<file path="config.mk">
export PLATFORM = sky130hd
export DESIGN_NAME = soa_ctrl
export DESIGN_NICKNAME = d
export VERILOG_FILES = /design/src/rtl/soa_pkg.sv /design/src/rtl/soa_ctrl.sv
export SDC_FILE = /design/constraint.sdc
export NUM_CORES = 1
export LEC_CHECK = 0
export BUFFER_PORTS_ARGS = -buffer_cell sky130_fd_sc_hd__buf_2
export CAP_MARGIN = 10
export CORE_UTILIZATION = 45
export DETAILED_ROUTE_END_ITERATION = 12
export PLACE_DENSITY = 0.64
export SYNTH_ARGS = -nofsm -noshare
export SYNTH_HDL_FRONTEND = slang
export SYNTH_SLANG_ARGS = --single-unit
</file>
<file path="constraint.sdc">
create_clock -name clk -period 2.2 [get_ports clk]
set_input_delay 0.11 -clock clk [delete_from_list [all_inputs] [get_ports clk]]
set_output_delay 0.11 -clock clk [all_outputs]
set_load 0.1 [all_outputs]
</file>
<file path="src/rtl/soa_pkg.sv">
`timescale 1ns / 1ps

package soa_pkg;

    localparam int ADDR_W     = 16;
    localparam int OP_W       = 1;
    localparam int SIZE_W     = 10;
    localparam int CNT_W      = 12;
    localparam int SIZE_RESET = 16;
    localparam int MIN_SIZE   = 2;

    localparam int PAGE_BYTES_DEF = 4096;
    localparam int POOL_PAGES_DEF = 16;
    localparam int SLOT_AREA_DEF  = 4064;

    localparam logic [OP_W-1:0] OP_ALLOC = 1'b0;
    localparam logic [OP_W-1:0] OP_FREE  = 1'b1;

    typedef enum logic [4:0] {
        CMD_NOP,
        CMD_ACCEPT,
        CMD_SCAN_NEXT,
        CMD_FAIL,
        CMD_FORM_START,
        CMD_FORM_STEP,
        CMD_FORM_END,
        CMD_RD_HEAD,
        CMD_A_REC,
        CMD_A_COMMIT,
        CMD_RD_T,
        CMD_WR_PREV_NONE,
        CMD_RD_P,
        CMD_F_REC,
        CMD_WR_PREV_P,
        CMD_RELEASE,
        CMD_RD_V,
        CMD_RD_N,
        CMD_WR_NEXT_N,
        CMD_WR_PREV_REL,
        CMD_LOAD_OUT
    } cmd_t;

    typedef struct packed {
        logic op_free;
        logic free_ok;
        logic list_empty;
        logic scan_end;
        logic scan_free;
        logic form_more;
        logic was_end;
        logic h_valid;
        logic new_end;
        logic n_valid;
        logic v_valid;
        logic zero;
        logic p_is_head;
        logic out_space;
    } flags_t;

endpackage

</file>
<file path="src/rtl/soa_ctrl.sv">
`timescale 1ns / 1ps

module soa_ctrl (
    input  logic            clk,
    input  logic            rst_n,
    input  logic            in_valid,
    output logic            in_ready,
    input  soa_pkg::flags_t flags,
    output soa_pkg::cmd_t   cmd
);
    typedef enum logic [17:0] {
        ST_IDLE     = 18'h00001,
        ST_DISPATCH = 18'h00002,
        ST_SCAN     = 18'h00004,
        ST_FORM     = 18'h00008,
        ST_A_RD     = 18'h00010,
        ST_A_REC    = 18'h00020,
        ST_A_NFO    = 18'h00040,
        ST_A_LRD    = 18'h00080,
        ST_A_LWR    = 18'h00100,
        ST_F_REC    = 18'h00200,
        ST_F_HRD    = 18'h00400,
        ST_F_HWR    = 18'h00800,
        ST_F_CHK    = 18'h01000,
        ST_F_VRD    = 18'h02000,
        ST_F_VWR    = 18'h04000,
        ST_F_NRD    = 18'h08000,
        ST_F_NWR    = 18'h10000,
        ST_DONE     = 18'h20000
    } state_t;

    state_t state_reg, state_next;

    assign in_ready = (state_reg == ST_IDLE);

    always_comb
    begin
        state_next = state_reg;
        cmd        = soa_pkg::CMD_NOP;
        case (state_reg)
            ST_IDLE:
            begin
                if (in_valid)
                begin
                    cmd        = soa_pkg::CMD_ACCEPT;
                    state_next = ST_DISPATCH;
                end
            end
            ST_DISPATCH:
            begin
                if (!flags.op_free)
                begin
                    if (flags.list_empty)
                    begin
                        state_next = ST_SCAN;
                    end
                    else
                    begin
                        cmd        = soa_pkg::CMD_RD_HEAD;
                        state_next = ST_A_REC;
                    end
                end
                else if (flags.free_ok)
                begin
                    cmd        = soa_pkg::CMD_RD_P;
                    state_next = ST_F_REC;
                end
                else
                begin
                    state_next = ST_DONE;
                end
            end
            ST_SCAN:
            begin
                if (flags.scan_end)
                begin
                    cmd        = soa_pkg::CMD_FAIL;
                    state_next = ST_DONE;
                end
                else if (flags.scan_free)
                begin
                    cmd        = soa_pkg::CMD_FORM_START;
                    state_next = ST_FORM;
                end
                else
                begin
                    cmd = soa_pkg::CMD_SCAN_NEXT;
                end
            end
            ST_FORM:
            begin
                if (flags.form_more)
                begin
                    cmd = soa_pkg::CMD_FORM_STEP;
                end
                else
                begin
                    cmd        = soa_pkg::CMD_FORM_END;
                    state_next = ST_A_RD;
                end
            end
            ST_A_RD:
            begin
                cmd        = soa_pkg::CMD_RD_HEAD;
                state_next = ST_A_REC;
            end
            ST_A_REC:
            begin
                cmd        = soa_pkg::CMD_A_REC;
                state_next = ST_A_NFO;
            end
            ST_A_NFO:
            begin
                cmd        = soa_pkg::CMD_A_COMMIT;
                state_next = (flags.new_end && flags.n_valid) ? ST_A_LRD : ST_DONE;
            end
            ST_A_LRD:
            begin
                cmd        = soa_pkg::CMD_RD_T;
                state_next = ST_A_LWR;
            end
            ST_A_LWR:
            begin
                cmd        = soa_pkg::CMD_WR_PREV_NONE;
                state_next = ST_DONE;
            end
            ST_F_REC:
            begin
                cmd        = soa_pkg::CMD_F_REC;
                state_next = (flags.was_end && flags.h_valid) ? ST_F_HRD : ST_F_CHK;
            end
            ST_F_HRD:
            begin
                cmd        = soa_pkg::CMD_RD_T;
                state_next = ST_F_HWR;
            end
            ST_F_HWR:
            begin
                cmd        = soa_pkg::CMD_WR_PREV_P;
                state_next = ST_F_CHK;
            end
            ST_F_CHK:
            begin
                if (!flags.zero)
                begin
                    state_next = ST_DONE;
                end
                else
                begin
                    cmd = soa_pkg::CMD_RELEASE;
                    if (flags.p_is_head)
                    begin
                        state_next = flags.n_valid ? ST_F_NRD : ST_DONE;
                    end
                    else if (flags.v_valid)
                    begin
                        state_next = ST_F_VRD;
                    end
                    else
                    begin
                        state_next = flags.n_valid ? ST_F_NRD : ST_DONE;
                    end
                end
            end
            ST_F_VRD:
            begin
                cmd        = soa_pkg::CMD_RD_V;
                state_next = ST_F_VWR;
            end
            ST_F_VWR:
            begin
                cmd        = soa_pkg::CMD_WR_NEXT_N;
                state_next = flags.n_valid ? ST_F_NRD : ST_DONE;
            end
            ST_F_NRD:
            begin
                cmd        = soa_pkg::CMD_RD_N;
                state_next = ST_F_NWR;
            end
            ST_F_NWR:
            begin
                cmd        = soa_pkg::CMD_WR_PREV_REL;
                state_next = ST_DONE;
            end
            ST_DONE:
            begin
                if (flags.out_space)
                begin
                    cmd        = soa_pkg::CMD_LOAD_OUT;
                    state_next = ST_IDLE;
                end
            end
            default:
            begin
                state_next = ST_IDLE;
            end
        endcase
    end

    always_ff @(posedge clk or negedge rst_n)
    begin
        if (!rst_n)
        begin
            state_reg <= ST_IDLE;
        end
        else
        begin
            state_reg <= state_next;
        end
    end
endmodule

</file>
==> run metrics <==
status=complete, but fails checks; failing checks=setup timing; share of cells above drive strength 1=around 43%; Buf/Inv on CP=1; final hold violations=0; Clk Latency, worst-skew pair=0.31 ns; Fin Setup TNS=-1.21 ns; All-Layer GR Usage=a little over a quarter; Rows=19; Worst Setup End Kind=output pin; Crit Path Max Fanout=3; Synth async-reset ratio=100%; hold path cells=3; #FFs+latches synth=18; largest net degree at the start of global routing=19; Final HPWL DP=about 3200 um; Vias/cell=6.31; Min-Delay Endpoint=state_reg[0]; Slew Limit Fails=0; Final Util=71.1%; drt first pass iters=6; Seq/Total Area, Yosys=between 30 and 40%; ANT nets after route=0; largest cells by area after synthesis=dfrtp_1 (32%), nor4_4 (6.5%), nand2b_1 (5.2%); Leakage=about 0.89 nW; Hold WS=about 0.028 ns; initial antenna violation count=0; CP Data Arrival Time=approximately 2.5 ns; R2R depth=7; setup violators final=4; residual DRC count=0; slowest stage delay, CP=approximately 0.46 ns; Placeable Area=2760 sq um; Max Buffers Root-to-Sink=2; clock sinks=18; Mapped Area=~1300 sq um; R2R setup slack=between 0.1 and 0.15 ns; first-pass GRT wire length=6580 um; CTS tree=done; Worst Path Required=approximately 2.1 ns; most frequent cells in the layout=buf_4 (36), buf_2 (16), dfrtp_1 (16); Slew @ Worst Pin=0.424 ns; overflow left after global routing=0; drt first-iter violations=113; root buffer cell=clkbuf_4; Synth area leader=dfrtp_1; post-synth top area share=around a third; io pins=23; Yosys cell types=42; vias in the first global route=between 1000 and 1500; final-stage net count=between 200 and 250; Slowest-stage cell, CP=or4_4; Syn Area/Cell=8.73 sq um; number of flip-flops in the largest register=18; number of flops mapped to enable cells by yosys=0; chip height=56.1 um; total power density per cell area=slightly below 900 nW/um^2; GP Congestion=~0.86; ant diodes=0; max_cap viols=0; Ys Warns=0; total of fill cells in the finished design=~190; Final Skew=a little over 0.009 ns; crit-path cells=nor4_4 -> nand4_1 -> or4_4 -> o32a_1 -> nand4b_1 -> buf_12; DR vias=approximately 1500; Fmax=around 0.39 GHz; Worst VDD drop=about 0.0012 V; CP startpoint kind=register; unrepaired setup endpoints after global routing=yes; kind of cell adding the most delay to the critical path=simple AND/OR/NAND/NOR gates; H-tree lvl count=1; Horiz. Die Dim=between 50 and 60 um; class of the tightest hold or removal check=primary input to register; Post-Syn Nets=about 170; Worst Setup SP=state_reg[7]; Final Cycle Share=116%; Synth Flop Type=dfrtp_1; pre-CTS WS=-0.0113 ns; min-delay src=in_valid; most common cell after layout, fill and taps aside=buf_4; die area=roughly 3100 sq um; final setup margin=-0.362 ns; crit path kind=register to output pin; Clock transition at path regs=between 0.1 and 0.15 ns; Detailed Route WL=roughly 4300 um; Syn Inst Count=roughly 150; Area growth, synth to finish=48.7%; TritonCTS Buffers=3; Initial Util=a little under half; Reg-to-Reg End=state_reg[0]; r2r startpoint=state_reg[3]; number of stages on the worst setup path=6; fin crit period=2.56 ns; number of port buffers=22; wire length per cell=about 18 um; max_slew headroom=between 70% and 80%
[power by group]
group | switching, mW | leakage, nW | internal (mW) | total, mW
sequential | 0.0441 | 0.245 | 0.365 | 0.409
combinational | 0.643 | 0.633 | 0.496 | 1.14
clock | 0.119 | 0.0150 | 0.0708 | 0.190
total | 0.806 | 0.893 | 0.931 | 1.74
[worst max-delay path by stage]
stage             end
2_1_floorplan  cmd[0]
3_3_place_gp   cmd[0]
3_5_place_dp   cmd[0]
4_1_cts        cmd[0]
5_1_grt        cmd[0]
6_report       cmd[0]
[metal layers]
metal / vias to the layer above / wire length (um) / track usage [%]
met4: 0 / 76 / 8.71
li1: 708 / - / -
met5: - / 0 / 0
met2: 75 / 2050 / 43.0
met1: 728 / 1880 / 37.0
met3: 9 / 287 / 3.95
[timing repair]
action	CTS	global route
pin swaps	5	7
hold buffers	1	0
endpoints found under the setup margin	5	5
hold endpoints to repair	17	0
setup buffers	3	7
resized for setup	10	11
[area by class of cell]
class,instances,area (sq um),area share (%)
Inverter,6,22.5,1.15
Clock buffer,4,26.3,1.34
Tap cell,31,38.8,1.98
Timing Repair Buffer,60,492,25.1
Multi-Input combinational cell,122,927,47.3
Sequential cell,18,453,23.1
[Yosys cell counts (all sizes together), types with 2 or more instances]
| library cell | instances |
|---|---|
| dfrtp | 17 |
| nor2 | 14 |
| nor4 | 13 |
| nand2b | 11 |
| nand2 | 10 |
| a21oi | 9 |
| nand4 | 9 |
| nor3 | 9 |
| inv | 6 |
| or4 | 5 |
| clkbuf | 4 |
| o22ai | 4 |
| or4b | 4 |
| nor2b | 3 |
| nor4b | 3 |
| or3 | 3 |
| xnor2 | 3 |
| o2111ai | 2 |
| o32ai | 2 |
| or2 | 2 |
[tightest hold or removal path, delay by kind of cell]
kind                   cells  cell delay [ns]
buffers and inverters      2             0.12
AOI/OAI and AO/OA          1             0.11
[metrics by stage]
stage / area [sq um] / total power, mW / std cells
final: 1960 / 1.74 / 241
after floorplan: 1340 / 1.04 / 151
after global routing: 1960 / 1.81 / 241
after CTS: 1870 / 1.65 / 235
after global placement: 1760 / 1.41 / 227
after detailed placement: 1760 / 1.42 / 227
[cell families (layout without fill, tap and decap cells)]
logic type	count (synthesis)	in the layout	share of synthesized area [%]
buffers and inverters	11	70	3.70
XOR/XNOR	4	4	2.66
AO/OA/AOI/OAI	25	25	13.1
AND/OR/NAND/NOR	93	93	46.3
flip-flops	18	18	34.3
(Power assumes the default switching activity.)
